===== config.mk =====
export PLATFORM = sky130hd
export DESIGN_NAME = chirp_sine_ramp_generator_core
export DESIGN_NICKNAME = d
export VERILOG_FILES = /design/src/rtl/csrg_pkg.sv /design/src/rtl/csrg_fifo.sv /design/src/rtl/csrg_sine.sv /design/src/rtl/csrg_engine.sv /design/src/rtl/chirp_sine_ramp_generator_core.sv
export SDC_FILE = /design/constraint.sdc
export NUM_CORES = 2
export LEC_CHECK = 0
export ABC_CLOCK_PERIOD_IN_PS = 8470
export BUFFER_PORTS_ARGS = -buffer_cell sky130_fd_sc_hd__buf_2
export CAP_MARGIN = 0
export CORE_ASPECT_RATIO = 1.2
export CORE_MARGIN = 8
export CORE_UTILIZATION = 60
export CTS_BUF_LIST = sky130_fd_sc_hd__clkbuf_2
export CTS_CLUSTER_SIZE = 30
export DETAILED_ROUTE_END_ITERATION = 12
export GPL_TIMING_DRIVEN = 0
export PLACE_DENSITY = 0.76
export SYNTH_ARGS = -nofsm -noshare
export SYNTH_HDL_FRONTEND = slang
export SYNTH_HIERARCHICAL = 1
export SYNTH_SLANG_ARGS = --single-unit

===== constraint.sdc =====
create_clock -name clk_i -period 8.47 [get_ports clk_i]
set_input_delay 0.4235 -clock clk_i [delete_from_list [all_inputs] [get_ports clk_i]]
set_output_delay 0.4235 -clock clk_i [all_outputs]
set_load 0.005 [all_outputs]

===== src/rtl/csrg_pkg.sv =====
`timescale 1ns / 1ps
package csrg_pkg;

  localparam int PHASE_W    = 48;
  localparam int AMP_W      = 31;
  localparam int ASTEP_W    = 32;
  localparam int IDX_W      = 16;
  localparam int LEN_REG_W  = 17;
  localparam int SAMPLE_W   = 16;
  localparam int CFG_IDX_W  = 3;
  localparam int CFG_DATA_W = 48;
  localparam int PROD_W     = 2 * AMP_W;

  // Q30 constants of the quarter-wave polynomial
  localparam logic [AMP_W-1:0] ONE_Q30 = 31'h4000_0000;
  localparam logic [AMP_W-1:0] COEF_C1 = 31'd1686629713;
  localparam logic [AMP_W-1:0] COEF_C3 = 31'd693598668;
  localparam logic [AMP_W-1:0] COEF_C5 = 31'd85569306;
  localparam logic [AMP_W-1:0] COEF_C7 = 31'd5026995;
  localparam logic [AMP_W-1:0] COEF_C9 = 31'd172273;

  localparam logic [LEN_REG_W-1:0] LEN_RESET = 17'd1;

  typedef enum logic [CFG_IDX_W-1:0] {
    REG_PHASE_START,
    REG_PHASE_STEP_START,
    REG_PHASE_STEP_SLOPE,
    REG_AMPLITUDE_START,
    REG_AMPLITUDE_STEP,
    REG_FIRST_SAMPLE,
    REG_LAST_SAMPLE,
    REG_PAXEL_LENGTH
  } csrg_reg_e;

  typedef struct packed {
    logic [PHASE_W-1:0]   phase_start;
    logic [PHASE_W-1:0]   phase_step_start;
    logic [PHASE_W-1:0]   phase_step_slope;
    logic [AMP_W-1:0]     amplitude_start;
    logic [ASTEP_W-1:0]   amplitude_step;
    logic [IDX_W-1:0]     first_sample;
    logic [IDX_W-1:0]     last_sample;
    logic [LEN_REG_W-1:0] paxel_length;
  } csrg_cfg_t;

  typedef struct packed {
    logic [SAMPLE_W-1:0] sample_value;
    logic [IDX_W-1:0]    sample_index;
    logic                last;
  } csrg_result_t;

endpackage


===== src/rtl/csrg_fifo.sv =====
`timescale 1ns / 1ps
module csrg_fifo #(
  parameter int WIDTH = 1,
  parameter int DEPTH = 2
) (
  input  logic             clk_i,
  input  logic             rst_ni,
  input  logic             push_i,
  input  logic [WIDTH-1:0] wdata_i,
  output logic             full_o,
  input  logic             pop_i,
  output logic [WIDTH-1:0] rdata_o,
  output logic             empty_o
);

  localparam int PTR_W = (DEPTH > 1) ? $clog2(DEPTH) : 1;
  localparam int CNT_W = $clog2(DEPTH + 1);

  logic [WIDTH-1:0] mem_q [DEPTH];
  logic [PTR_W-1:0] wr_ptr_q, wr_ptr_d, rd_ptr_q, rd_ptr_d;
  logic [CNT_W-1:0] cnt_q, cnt_d;
  logic             wr_en, rd_en;

  assign full_o  = (cnt_q == CNT_W'(DEPTH));
  assign empty_o = (cnt_q == '0);
  assign wr_en   = push_i && !full_o;
  assign rd_en   = pop_i && !empty_o;
  assign rdata_o = mem_q[rd_ptr_q];

  always_comb begin
    wr_ptr_d = wr_ptr_q;
    rd_ptr_d = rd_ptr_q;
    cnt_d    = cnt_q;
    if (wr_en) begin
      wr_ptr_d = (wr_ptr_q == PTR_W'(DEPTH - 1)) ? '0 : PTR_W'(wr_ptr_q + 1'b1);
    end
    if (rd_en) begin
      rd_ptr_d = (rd_ptr_q == PTR_W'(DEPTH - 1)) ? '0 : PTR_W'(rd_ptr_q + 1'b1);
    end
    if (wr_en && !rd_en) begin
      cnt_d = CNT_W'(cnt_q + 1'b1);
    end else if (rd_en && !wr_en) begin
      cnt_d = CNT_W'(cnt_q - 1'b1);
    end
  end

  always_ff @(posedge clk_i or negedge rst_ni) begin
    if (!rst_ni) begin
      wr_ptr_q <= '0;
      rd_ptr_q <= '0;
      cnt_q    <= '0;
    end else begin
      wr_ptr_q <= wr_ptr_d;
      rd_ptr_q <= rd_ptr_d;
      cnt_q    <= cnt_d;
    end
  end

  always_ff @(posedge clk_i) begin
    if (wr_en) begin
      mem_q[wr_ptr_q] <= wdata_i;
    end
  end

endmodule


===== src/rtl/csrg_sine.sv =====
`timescale 1ns / 1ps
module csrg_sine #(
  parameter int SINE_TABLE_BITS = 10
) (
  input  logic                                clk_i,
  input  logic                                rst_ni,
  input  logic                                start_i,
  input  logic [SINE_TABLE_BITS-1:0]          idx_i,
  input  logic [csrg_pkg::AMP_W-1:0]          amp_i,
  output logic                                done_o,
  output logic signed [csrg_pkg::SAMPLE_W-1:0] sample_o
);

  import csrg_pkg::*;

  localparam int POS_W = SINE_TABLE_BITS - 2;
  localparam int SHIFT = 30 - POS_W;
  localparam logic [PROD_W:0]     RND_HALF = (PROD_W + 1)'(1) << 44;
  localparam logic [SAMPLE_W-1:0] SAT_MAX  = 16'h7FFF;

  typedef enum logic [1:0] {S_IDLE, S_MUL, S_POST} state_e;

  // Each member names the product that was just formed.
  typedef enum logic [2:0] {
    P_X2, P_T7, P_T5, P_T3, P_T1, P_S, P_MAG
  } step_e;

  state_e state_q, state_d;
  step_e  step_q, step_d;
  logic   done_q, done_d;

  logic [AMP_W-1:0]    x_q, x_d, x2_q, x2_d, amp_q, amp_d;
  logic [AMP_W-1:0]    a_q, a_d, b_q, b_d;
  logic [PROD_W-1:0]   p_q, p_d;
  logic                neg_q, neg_d;
  logic [SAMPLE_W-1:0] sample_q, sample_d;

  logic [AMP_W-1:0]    x_pos, x_in;
  logic [AMP_W:0]      s_full;
  logic [PROD_W:0]     rnd;
  logic [SAMPLE_W-1:0] mag;

  function automatic logic [AMP_W-1:0] horner(input logic [AMP_W-1:0]  coef,
                                              input logic [PROD_W-1:0] prod);
    logic [AMP_W:0] diff;
    diff = {1'b0, coef} - prod[61:30];
    return diff[AMP_W-1:0];
  endfunction

  // Fold the phase onto the first quarter turn.
  assign x_pos = {1'b0, idx_i[POS_W-1:0], {SHIFT{1'b0}}};
  assign x_in  = idx_i[SINE_TABLE_BITS-2] ? (ONE_Q30 - x_pos) : x_pos;

  assign s_full = p_q[61:30];
  assign rnd    = {1'b0, p_q} + RND_HALF;
  assign mag    = rnd[60:45];

  always_comb begin
    state_d  = state_q;
    step_d   = step_q;
    done_d   = 1'b0;
    x_d      = x_q;
    x2_d     = x2_q;
    amp_d    = amp_q;
    a_d      = a_q;
    b_d      = b_q;
    p_d      = p_q;
    neg_d    = neg_q;
    sample_d = sample_q;
    case (state_q)
      S_IDLE: begin
        if (start_i) begin
          x_d     = x_in;
          amp_d   = amp_i;
          neg_d   = idx_i[SINE_TABLE_BITS-1];
          a_d     = x_in;
          b_d     = x_in;
          step_d  = P_X2;
          state_d = S_MUL;
        end
      end
      S_MUL: begin
        p_d     = a_q * b_q;
        state_d = S_POST;
      end
      S_POST: begin
        state_d = S_MUL;
        case (step_q)
          P_X2: begin
            x2_d   = p_q[60:30];
            a_d    = p_q[60:30];
            b_d    = COEF_C9;
            step_d = P_T7;
          end
          P_T7: begin
            a_d    = x2_q;
            b_d    = horner(COEF_C7, p_q);
            step_d = P_T5;
          end
          P_T5: begin
            a_d    = x2_q;
            b_d    = horner(COEF_C5, p_q);
            step_d = P_T3;
          end
          P_T3: begin
            a_d    = x2_q;
            b_d    = horner(COEF_C3, p_q);
            step_d = P_T1;
          end
          P_T1: begin
            a_d    = x_q;
            b_d    = horner(COEF_C1, p_q);
            step_d = P_S;
          end
          P_S: begin
            a_d    = amp_q;
            b_d    = (s_full > {1'b0, ONE_Q30}) ? ONE_Q30 : s_full[AMP_W-1:0];
            step_d = P_MAG;
          end
          P_MAG: begin
            // Apply the sign last; only the positive side saturates, since the negative side can reach full scale.
            if (neg_q) begin
              sample_d = SAMPLE_W'(16'd0 - mag);
            end else begin
              sample_d = (mag > SAT_MAX) ? SAT_MAX : mag;
            end
            done_d  = 1'b1;
            state_d = S_IDLE;
          end
          default: begin
            state_d = S_IDLE;
          end
        endcase
      end
      default: begin
        state_d = S_IDLE;
      end
    endcase
  end

  always_ff @(posedge clk_i or negedge rst_ni) begin
    if (!rst_ni) begin
      state_q <= S_IDLE;
      step_q  <= P_X2;
      done_q  <= 1'b0;
    end else begin
      state_q <= state_d;
      step_q  <= step_d;
      done_q  <= done_d;
    end
  end

  always_ff @(posedge clk_i) begin
    x_q      <= x_d;
    x2_q     <= x2_d;
    amp_q    <= amp_d;
    a_q      <= a_d;
    b_q      <= b_d;
    p_q      <= p_d;
    neg_q    <= neg_d;
    sample_q <= sample_d;
  end

  assign done_o   = done_q;
  assign sample_o = sample_q;

endmodule


===== src/rtl/csrg_engine.sv =====
`timescale 1ns / 1ps
module csrg_engine #(
  parameter int MAX_LENGTH      = 65536,
  parameter int SINE_TABLE_BITS = 10
) (
  input  logic                   clk_i,
  input  logic                   rst_ni,
  input  csrg_pkg::csrg_cfg_t    cfg_i,
  input  logic                   in_empty_i,
  input  logic                   in_restart_i,
  output logic                   in_pop_o,
  input  logic                   out_full_i,
  output logic                   out_push_o,
  output csrg_pkg::csrg_result_t out_data_o
);

  import csrg_pkg::*;

  localparam int CNT_W = $clog2(MAX_LENGTH);
  localparam int LEN_W = $clog2(MAX_LENGTH + 1);
  localparam int CMP_W = ((LEN_W > LEN_REG_W) ? LEN_W : LEN_REG_W) + 1;

  typedef enum logic [2:0] {E_IDLE, E_EVAL, E_PHASE, E_WAIT, E_DONE} state_e;

  state_e state_q, state_d;

  logic [CNT_W-1:0]   cnt_q, cnt_d;
  logic [PHASE_W-1:0] phase_q, phase_d, step_q, step_d;
  logic [AMP_W-1:0]   amp_q, amp_d;

  logic [CNT_W-1:0]    idx_q, idx_d;
  logic                fin_q, fin_d;
  logic [SAMPLE_W-1:0] val_q, val_d;

  logic [CMP_W-1:0]        len_raw, len_eff, idx_ext, idx_out;
  logic                    sound, fin;
  logic [AMP_W-1:0]        amp_load;
  logic signed [AMP_W+2:0] amp_sum;
  logic [AMP_W-1:0]        amp_next;

  logic                       sine_start, sine_done;
  logic signed [SAMPLE_W-1:0] sine_sample;

  csrg_sine #(
    .SINE_TABLE_BITS(SINE_TABLE_BITS)
  ) u_sine (
    .clk_i   (clk_i),
    .rst_ni  (rst_ni),
    .start_i (sine_start),
    .idx_i   (phase_q[PHASE_W-1 -: SINE_TABLE_BITS]),
    .amp_i   (amp_q),
    .done_o  (sine_done),
    .sample_o(sine_sample)
  );

  // Length zero acts as one, lengths past the limit saturate.
  assign len_raw = CMP_W'(cfg_i.paxel_length);
  assign len_eff = (len_raw == '0) ? CMP_W'(1) :
                   (len_raw > CMP_W'(MAX_LENGTH)) ? CMP_W'(MAX_LENGTH) : len_raw;
  assign idx_ext = CMP_W'(cnt_q);
  assign sound   = (idx_ext >= CMP_W'(cfg_i.first_sample)) &&
                   (idx_ext <= CMP_W'(cfg_i.last_sample)) && (idx_ext < len_eff);
  assign fin     = (CMP_W'(idx_ext + 1'b1) >= len_eff);

  assign amp_load = (cfg_i.amplitude_start > ONE_Q30) ? ONE_Q30 : cfg_i.amplitude_start;
  assign amp_sum  = $signed({3'b000, amp_q}) +
                    $signed({{2{cfg_i.amplitude_step[ASTEP_W-1]}}, cfg_i.amplitude_step});
  assign amp_next = (amp_sum < 0) ? '0 :
                    (amp_sum > $signed({3'b000, ONE_Q30})) ? ONE_Q30 : amp_sum[AMP_W-1:0];

  assign in_pop_o   = (state_q == E_IDLE) && !in_empty_i && !out_full_i;
  assign out_push_o = (state_q == E_DONE);

  always_comb begin
    state_d    = state_q;
    cnt_d      = cnt_q;
    phase_d    = phase_q;
    step_d     = step_q;
    amp_d      = amp_q;
    idx_d      = idx_q;
    fin_d      = fin_q;
    val_d      = val_q;
    sine_start = 1'b0;
    case (state_q)
      E_IDLE: begin
        if (in_pop_o) begin
          if (in_restart_i) begin
            cnt_d   = '0;
            phase_d = cfg_i.phase_start;
            step_d  = cfg_i.phase_step_start;
            amp_d   = amp_load;
          end
          state_d = E_EVAL;
        end
      end
      E_EVAL: begin
        idx_d = cnt_q;
        fin_d = fin;
        if (sound) begin
          sine_start = 1'b1;
          step_d     = step_q + cfg_i.phase_step_slope;
          amp_d      = amp_next;
          state_d    = E_PHASE;
        end else begin
          val_d   = '0;
          state_d = E_DONE;
        end
      end
      E_PHASE: begin
        phase_d = phase_q + step_q;
        state_d = E_WAIT;
      end
      E_WAIT: begin
        if (sine_done) begin
          val_d   = sine_sample;
          state_d = E_DONE;
        end
      end
      E_DONE: begin
        if (fin_q) begin
          cnt_d   = '0;
          phase_d = cfg_i.phase_start;
          step_d  = cfg_i.phase_step_start;
          amp_d   = amp_load;
        end else begin
          cnt_d = CNT_W'(cnt_q + 1'b1);
        end
        state_d = E_IDLE;
      end
      default: begin
        state_d = E_IDLE;
      end
    endcase
  end

  always_ff @(posedge clk_i or negedge rst_ni) begin
    if (!rst_ni) begin
      state_q <= E_IDLE;
      cnt_q   <= '0;
      phase_q <= '0;
      step_q  <= '0;
      amp_q   <= '0;
    end else begin
      state_q <= state_d;
      cnt_q   <= cnt_d;
      phase_q <= phase_d;
      step_q  <= step_d;
      amp_q   <= amp_d;
    end
  end

  always_ff @(posedge clk_i) begin
    idx_q <= idx_d;
    fin_q <= fin_d;
    val_q <= val_d;
  end

  assign idx_out                 = CMP_W'(idx_q);
  assign out_data_o.sample_value = val_q;
  assign out_data_o.sample_index = idx_out[IDX_W-1:0];
  assign out_data_o.last         = fin_q;

endmodule


===== src/rtl/chirp_sine_ramp_generator_core.sv =====
`timescale 1ns / 1ps
// Flow: a tick leaves the input queue and the engine evaluates it; a sounding sample
//   forms seven products on one shared 31x31 multiplier, a silent one skips it.
// The engine takes a new tick only after its last sample went to the result queue,
//   so it works on one sample at a time.
// Reset: asynchronous, active low; clears queues, oscillator state and registers
//   (paxel_length resets to 1, all others to 0).
module chirp_sine_ramp_generator_core #(
  parameter int MAX_LENGTH      = 65536,
  parameter int SINE_TABLE_BITS = 10
) (
  input  logic                                 clk_i,
  input  logic                                 rst_ni,
  // configuration write channel
  input  logic                                 cfg_valid_i,
  output logic                                 cfg_ready_o,
  input  logic [csrg_pkg::CFG_IDX_W-1:0]       cfg_index_i,
  input  logic [csrg_pkg::CFG_DATA_W-1:0]      cfg_data_i,
  // sample ticks
  input  logic                                 push,
  output logic                                 full,
  input  logic                                 restart_i,
  // samples
  output logic                                 empty,
  input  logic                                 pop,
  output logic signed [csrg_pkg::SAMPLE_W-1:0] sample_value_o,
  output logic [csrg_pkg::IDX_W-1:0]           sample_index_o,
  output logic                                 last_o
);

  import csrg_pkg::*;

  localparam int IN_DEPTH  = 2;
  localparam int OUT_DEPTH = 2;

  // Register values after reset: paxel_length is one, everything else zero.
  localparam csrg_cfg_t CFG_RESET = '{paxel_length: LEN_RESET, default: '0};

  csrg_cfg_t    cfg_q, cfg_d;
  logic         cfg_we;

  logic         in_empty, in_restart, eng_pop;
  logic         out_full, eng_push;
  csrg_result_t eng_data, out_data;

  // Registers accept a transfer in every cycle.
  assign cfg_ready_o = 1'b1;
  assign cfg_we      = cfg_valid_i && cfg_ready_o;

  always_comb begin
    cfg_d = cfg_q;
    if (cfg_we) begin
      case (csrg_reg_e'(cfg_index_i))
        REG_PHASE_START:      cfg_d.phase_start      = cfg_data_i[PHASE_W-1:0];
        REG_PHASE_STEP_START: cfg_d.phase_step_start = cfg_data_i[PHASE_W-1:0];
        REG_PHASE_STEP_SLOPE: cfg_d.phase_step_slope = cfg_data_i[PHASE_W-1:0];
        REG_AMPLITUDE_START:  cfg_d.amplitude_start  = cfg_data_i[AMP_W-1:0];
        REG_AMPLITUDE_STEP:   cfg_d.amplitude_step   = cfg_data_i[ASTEP_W-1:0];
        REG_FIRST_SAMPLE:     cfg_d.first_sample     = cfg_data_i[IDX_W-1:0];
        REG_LAST_SAMPLE:      cfg_d.last_sample      = cfg_data_i[IDX_W-1:0];
        REG_PAXEL_LENGTH:     cfg_d.paxel_length     = cfg_data_i[LEN_REG_W-1:0];
        default: begin
          cfg_d = cfg_q;
        end
      endcase
    end
  end

  always_ff @(posedge clk_i or negedge rst_ni) begin
    if (!rst_ni) begin
      cfg_q <= CFG_RESET;
    end else begin
      cfg_q <= cfg_d;
    end
  end

  // Front: hold incoming ticks until the engine is free.
  csrg_fifo #(
    .WIDTH(1),
    .DEPTH(IN_DEPTH)
  ) u_in_fifo (
    .clk_i  (clk_i),
    .rst_ni (rst_ni),
    .push_i (push),
    .wdata_i(restart_i),
    .full_o (full),
    .pop_i  (eng_pop),
    .rdata_o(in_restart),
    .empty_o(in_empty)
  );

  // Back: one tick at a time; the engine only takes a tick when the
  // result queue has room, so every finished sample can be pushed at once.
  csrg_engine #(
    .MAX_LENGTH     (MAX_LENGTH),
    .SINE_TABLE_BITS(SINE_TABLE_BITS)
  ) u_engine (
    .clk_i       (clk_i),
    .rst_ni      (rst_ni),
    .cfg_i       (cfg_q),
    .in_empty_i  (in_empty),
    .in_restart_i(in_restart),
    .in_pop_o    (eng_pop),
    .out_full_i  (out_full),
    .out_push_o  (eng_push),
    .out_data_o  (eng_data)
  );

  // Result queue: hold finished samples while the consumer stalls.
  csrg_fifo #(
    .WIDTH($bits(csrg_result_t)),
    .DEPTH(OUT_DEPTH)
  ) u_out_fifo (
    .clk_i  (clk_i),
    .rst_ni (rst_ni),
    .push_i (eng_push),
    .wdata_i(eng_data),
    .full_o (out_full),
    .pop_i  (pop),
    .rdata_o(out_data),
    .empty_o(empty)
  );

  assign sample_value_o = out_data.sample_value;
  assign sample_index_o = out_data.sample_index;
  assign last_o         = out_data.last;

  // A finished sample never meets a full result queue.
  assert property (@(posedge clk_i) disable iff (!rst_ni) eng_push |-> !out_full)
    else $error("result queue full on engine push");

  // The engine takes ticks one at a time, never in consecutive cycles.
  assert property (@(posedge clk_i) disable iff (!rst_ni) eng_pop |=> !eng_pop)
    else $error("engine took two ticks back to back");

  // After a push the result queue is not empty in the next cycle.
  assert property (@(posedge clk_i) disable iff (!rst_ni) eng_push |=> !empty)
    else $error("pushed sample missing from result queue");

endmodule

==> flow_metrics.py <==
metrics = {
    "critical_path": {
        "cp_top_family": "adder cells",
        "rr_startpoint": "u_engine/u_sine/b_q[30]$_DFFE_PP_",
        "critical_path_class": "flop to flop",
        "cp_max_fo": 10,
        "r2r-end": "u_engine/u_sine/p_q[57]$_DFFE_PN_",
        "cp_data_required_time_ps": 9690,
        "crit_top_cell": "fa_1",
        "worst-path-buf-inv": 3,
        "reg2reg_setup_slack_ps": 30,
        "cp-end-kind": "flop",
        "r2r_cells": 22,
        "arrival_ps": 9660,
        "cp_slowest_cell": "clkbuf_1",
        "max_stage_delay_ps": 650,
        "path_cells": "clkbuf_1 -> and2_1 -> fa_1 -> fa_1 -> fa_1 -> fa_1 -> fa_1 -> fa_1 -> fa_1 -> fa_1 -> ha_2 -> nand2_1 -> nor2_2 -> a221oi_2 -> buf_4 -> a311oi_4 -> buf_12 -> nand4_1 -> o221a_4 -> o21a_1 -> o21bai_1 -> xor2_1",
        "cp-start-kind": "flop",
    },
    "sta": {
        "hold_viol_final": 0,
        "slew_viol_final": 0,
        "fin_crit_sh_pct": 99.67,
        "fin_crit_ps": 8442,
        "fmax_ghz": 0.1185,
        "worst_pin_slew_ps": 1342,
        "slew-limit-headroom_pct": 8.189,
        "layout_setup_ws_ps": 27.76,
        "skew_ps": 144.0,
        "setup_viol": 0,
    },
    "hold_path": {
        "min_from": "cfg_index_i[1]",
        "min_path_type": "input pin to flop",
        "whs_path_depth": 5,
        "holdPathEnd": "cfg_q[49]$_DFFE_PN0P_",
    },
    "place": {
        "portBuffers": 87,
        "dp_hpwl_mm": 212.5,
        "gp_congestion": 1.080,
        "place_ws_ps": -1710,
    },
    "final_layout": {
        "nNetsFinal": 8888,
        "final.fill_count": 9526,
        "drive_gt1_share_pct": 13.05,
        "syn2layout_area_growth_pct": 9.146,
    },
    "power_and_ir_drop": {
        "p_leak_nw": 36.18,
        "ir_worst_vdd_v": 0.0002266,
        "cellPowerDensity_nw_per_um2": 272.3,
        "power_mw": 20.94,
    },
    "route": {
        "viasPerCell": 6.286,
        "num_vias": 57818,
        "wire_per_inst_microns": 29.17,
        "drc": 0,
        "firstDrtPassIters": 6,
        "drt_iter0_drc": 5462,
        "routed_wirelength_mm": 268.3,
        "ant_nets": 0,
    },
    "logic_synthesis": {
        "syn_area_per_cell_sq_um": 9.926,
        "seq_area_frac_synth_pct": 26.83,
        "ys_warn_count": 6,
        "synth_edf_count": 283,
        "synth_async_sr_flop_share_pct": 59.51,
        "synth_fp_nets": 8468,
        "yosysUniqueCellTypes": 114,
        "synth-seq-cells": 699,
        "yosysTopAreaCellShare_pct": 23.86,
        "synth_cells": 7101,
        "synth_top_area_cell": "fa_1",
        "synth_area_sq_um": 70480,
        "netlist_top_cells_area": "fa_1 (24%), dfrtp_1 (15%), edfxtp_1 (12%)",
        "ys.flop_type": "dfrtp_1",
    },
    "die": {
        "coreArea_sq_um": 116400,
        "num_io_pins": 93,
        "die_area_sq_um": 128700,
        "chipHeight_microns": 391.5,
        "start_util_pct": 60.56,
        "row_count": 137,
        "die_x_microns": 328.9,
    },
    "global_route": {
        "groute.usage.overall_pct": 41.62,
        "grt_max_degree": 100,
        "grt_pass1_vias": 60384,
        "grt_pass1_wl_mm": 389.1,
        "grt_overflow": 0,
        "antenna_found_initial": 18,
    },
    "clock_network": {
        "root_buffer": "clkbuf_2",
        "cts_buffers": 165,
        "cts.clk_slew.worst_paths_ps": 130,
        "htreeDepth": 4,
        "cts_tree": "yes",
        "cts_sinks": 699,
        "cts_buffer_depth": 3,
        "clock_latency_ps": 1530,
    },
    "run_status": {
        "status": "complete, no violations",
    },
    "run": {
        "cap_violations": 0,
    },
}
==> placed cells by master (no fill, tap or decap), types with 23 or more instances in the layout <==
| cell | Yosys | layout |
|---|---|---|
| ha_1 | 470 | 463 |
| o211ai_1 | 23 | 23 |
| o21ai_1 | 31 | 31 |
| edfxtp_1 | 283 | 283 |
| a21o_1 | 133 | 133 |
| clkinv_1 | 0 | 26 |
| o21ai_0 | 201 | 199 |
| mux2_2 | 200 | 200 |
| dfrtp_1 | 415 | 415 |
| and2_1 | 537 | 537 |
| nand2_1 | 786 | 786 |
| clkbuf_4 | 0 | 26 |
| xnor2_1 | 126 | 126 |
| o21a_1 | 42 | 42 |
| and3_1 | 72 | 69 |
| nor3_1 | 65 | 59 |
| nand2b_1 | 44 | 42 |
| o21bai_1 | 42 | 41 |
| mux2_1 | 24 | 24 |
| nor2b_1 | 42 | 41 |
| buf_2 | 26 | 133 |
| buf_6 | 15 | 23 |
| a31oi_1 | 41 | 40 |
| nand3_1 | 72 | 71 |
| a211oi_1 | 35 | 34 |
| o221ai_1 | 25 | 24 |
| dlygate4sd3_1 | 0 | 119 |
| nor2_1 | 287 | 285 |
| clkbuf_2 | 0 | 346 |
| clkbuf_1 | 327 | 164 |
| a21oi_1 | 388 | 386 |
| xor2_1 | 85 | 84 |
| nand4_1 | 64 | 64 |
| nor4_1 | 27 | 26 |
| fa_1 | 840 | 831 |
| mux2_4 | 70 | 70 |
| buf_4 | 9 | 40 |
| inv_1 | 903 | 901 |
==> cell usage after synthesis (15+ instances only) <==
| cell type | n |
|---|---|
| a221oi_1 | 19 |
| a221o_1 | 20 |
| o21ai_0 | 201 |
| buf_2 | 26 |
| o21bai_1 | 42 |
| mux2_1 | 24 |
| nor4_1 | 27 |
| a2111oi_0 | 25 |
| xnor2_1 | 126 |
| o21a_1 | 42 |
| nor3_1 | 65 |
| a31oi_1 | 41 |
| a21oi_1 | 388 |
| edfxtp_1 | 283 |
| mux2_2 | 200 |
| mux2_4 | 70 |
| nand2b_1 | 44 |
| o21ai_1 | 31 |
| inv_1 | 903 |
| o31ai_1 | 18 |
| mux2i_1 | 22 |
| fa_1 | 840 |
| nand2_1 | 786 |
| or3_1 | 16 |
| xor2_1 | 85 |
| clkbuf_1 | 327 |
| and2_1 | 537 |
| dfrtp_1 | 415 |
| o221ai_1 | 25 |
| a21o_1 | 133 |
| nor2_1 | 287 |
| and3_1 | 72 |
| o211ai_1 | 23 |
| nor2b_1 | 42 |
| nand3_1 | 72 |
| ha_1 | 470 |
| o22ai_1 | 16 |
| nand4_1 | 64 |
| a211oi_1 | 35 |
| buf_6 | 15 |
==> kinds of logic (layout without fill, tap and decap cells) <==
kind of cell | count (synthesis) | after routing | synth area share [%]
fa+ha+maj | 1310 | 1310 | 32.20
simple gates | 2070 | 2070 | 14.57
mux | 316 | 316 | 5.382
xor+xnor | 212 | 212 | 2.645
compound gates | 1202 | 1202 | 11.17
other cells | 1 | 21 | 0.005320
buf+inv | 1291 | 1839 | 7.198
flops | 699 | 699 | 26.83
==> power by group <==
group,internal (mW),switching [mW]
combinational,4.73,8.43
clock,0.989,1.44
sequential,4.60,0.743
total,10.3,10.6
==> worst min-delay path: stages <==
cell and delay (ps):
dlygate4sd3_1 520, buf_4 140, nor4bb_1 70, buf_2 220
mux2_2 250
==> flip-flops by register name, indices dropped and copies added, names as in the netlist, 31 cells and up <==
name	flops
u_engine/step_q	48
u_out_fifo/mem_q	66
u_engine/u_sine/a_q	31
u_engine/u_sine/x2_q	31
cfg_q	256
u_engine/u_sine/b_q	31
u_engine/phase_q	48
u_engine/u_sine/p_q	32
u_engine/u_sine/amp_q	31
u_engine/amp_q	31
==> area by class of cell <==
type	count	area, sq um	area share [%]
clock inverters	55	446.7	0.5806
inverters	904	3401	4.421
well taps	1529	1913	2.487
multi-input cells	5111	46790	60.82
repair buffers	254	2220	2.885
clock buffers	240	1201	1.561
flip-flops and latches	699	18910	24.58
diodes	20	50.05	0.06506
plain buffers	386	1998	2.597
==> repair_timing <==
item,CTS,global route
endpoints found under the hold margin,487,0
gates resized for setup,180,152
hold buffers,120,0
pin swaps,5,10
setup buffers,14,10
setup endpoints to repair,27,16
==> metal layers <==
layer | global-route usage (%) | routed length (microns) | vias to the layer above
met1 | 42.39 | 84670 | 28687
met3 | 7.802 | 20540 | 1266
met2 | 69.68 | 127100 | 3292
li1 | - | - | 24571
met4 | 43.28 | 35940 | 2
met5 | 0 | 8 | -
==> worst max-delay path by stage <==
stage | startpoint | end | slack [ps] | cells after the start
3_5_place_dp | u_engine/u_sine/a_q[0]$_SDFFCE_PN0P_ | u_engine/u_sine/p_q[60]$_DFFE_PN_ | -1710 | 22
2_1_floorplan | u_engine/u_sine/b_q[4]$_SDFFCE_PN0P_ | u_engine/u_sine/p_q[60]$_DFFE_PN_ | 1190 | 25
4_1_cts | u_engine/u_sine/a_q[12]$_SDFFCE_PN0P_ | u_engine/u_sine/p_q[60]$_DFFE_PN_ | 3 | 24
6_report | u_engine/u_sine/b_q[30]$_DFFE_PP_ | u_engine/u_sine/p_q[57]$_DFFE_PN_ | 30 | 22
5_1_grt | u_engine/u_sine/b_q[7]$_SDFFCE_PN0P_ | u_engine/u_sine/p_q[57]$_DFFE_PN_ | -50 | 27
3_3_place_gp | cfg_q[11]$_DFFE_PN0P_ | u_engine/u_sine/a_q[22]$_DFFE_PP_ | -3350 | 16
==> through the flow <==
stage / instance area (sq um) / hold WS [ps] / instances / setup TNS (ps) / util, %
after CTS: 76640 / 4.275 / 9168 / 0 / 65.85
final: 76930 / 139.5 / 9198 / 0 / 66.10
after global placement: 72830 / 423.7 / 8717 / -834280 / 62.57
after global routing: 76890 / 16.42 / 9181 / -163.5 / 66.06
after floorplan: 70480 / 127.9 / 7101 / 0 / -
after detailed placement: 73270 / 324.9 / 8739 / -23390 / 62.95
No activity file was read; power rests on OpenSTA's default activity.
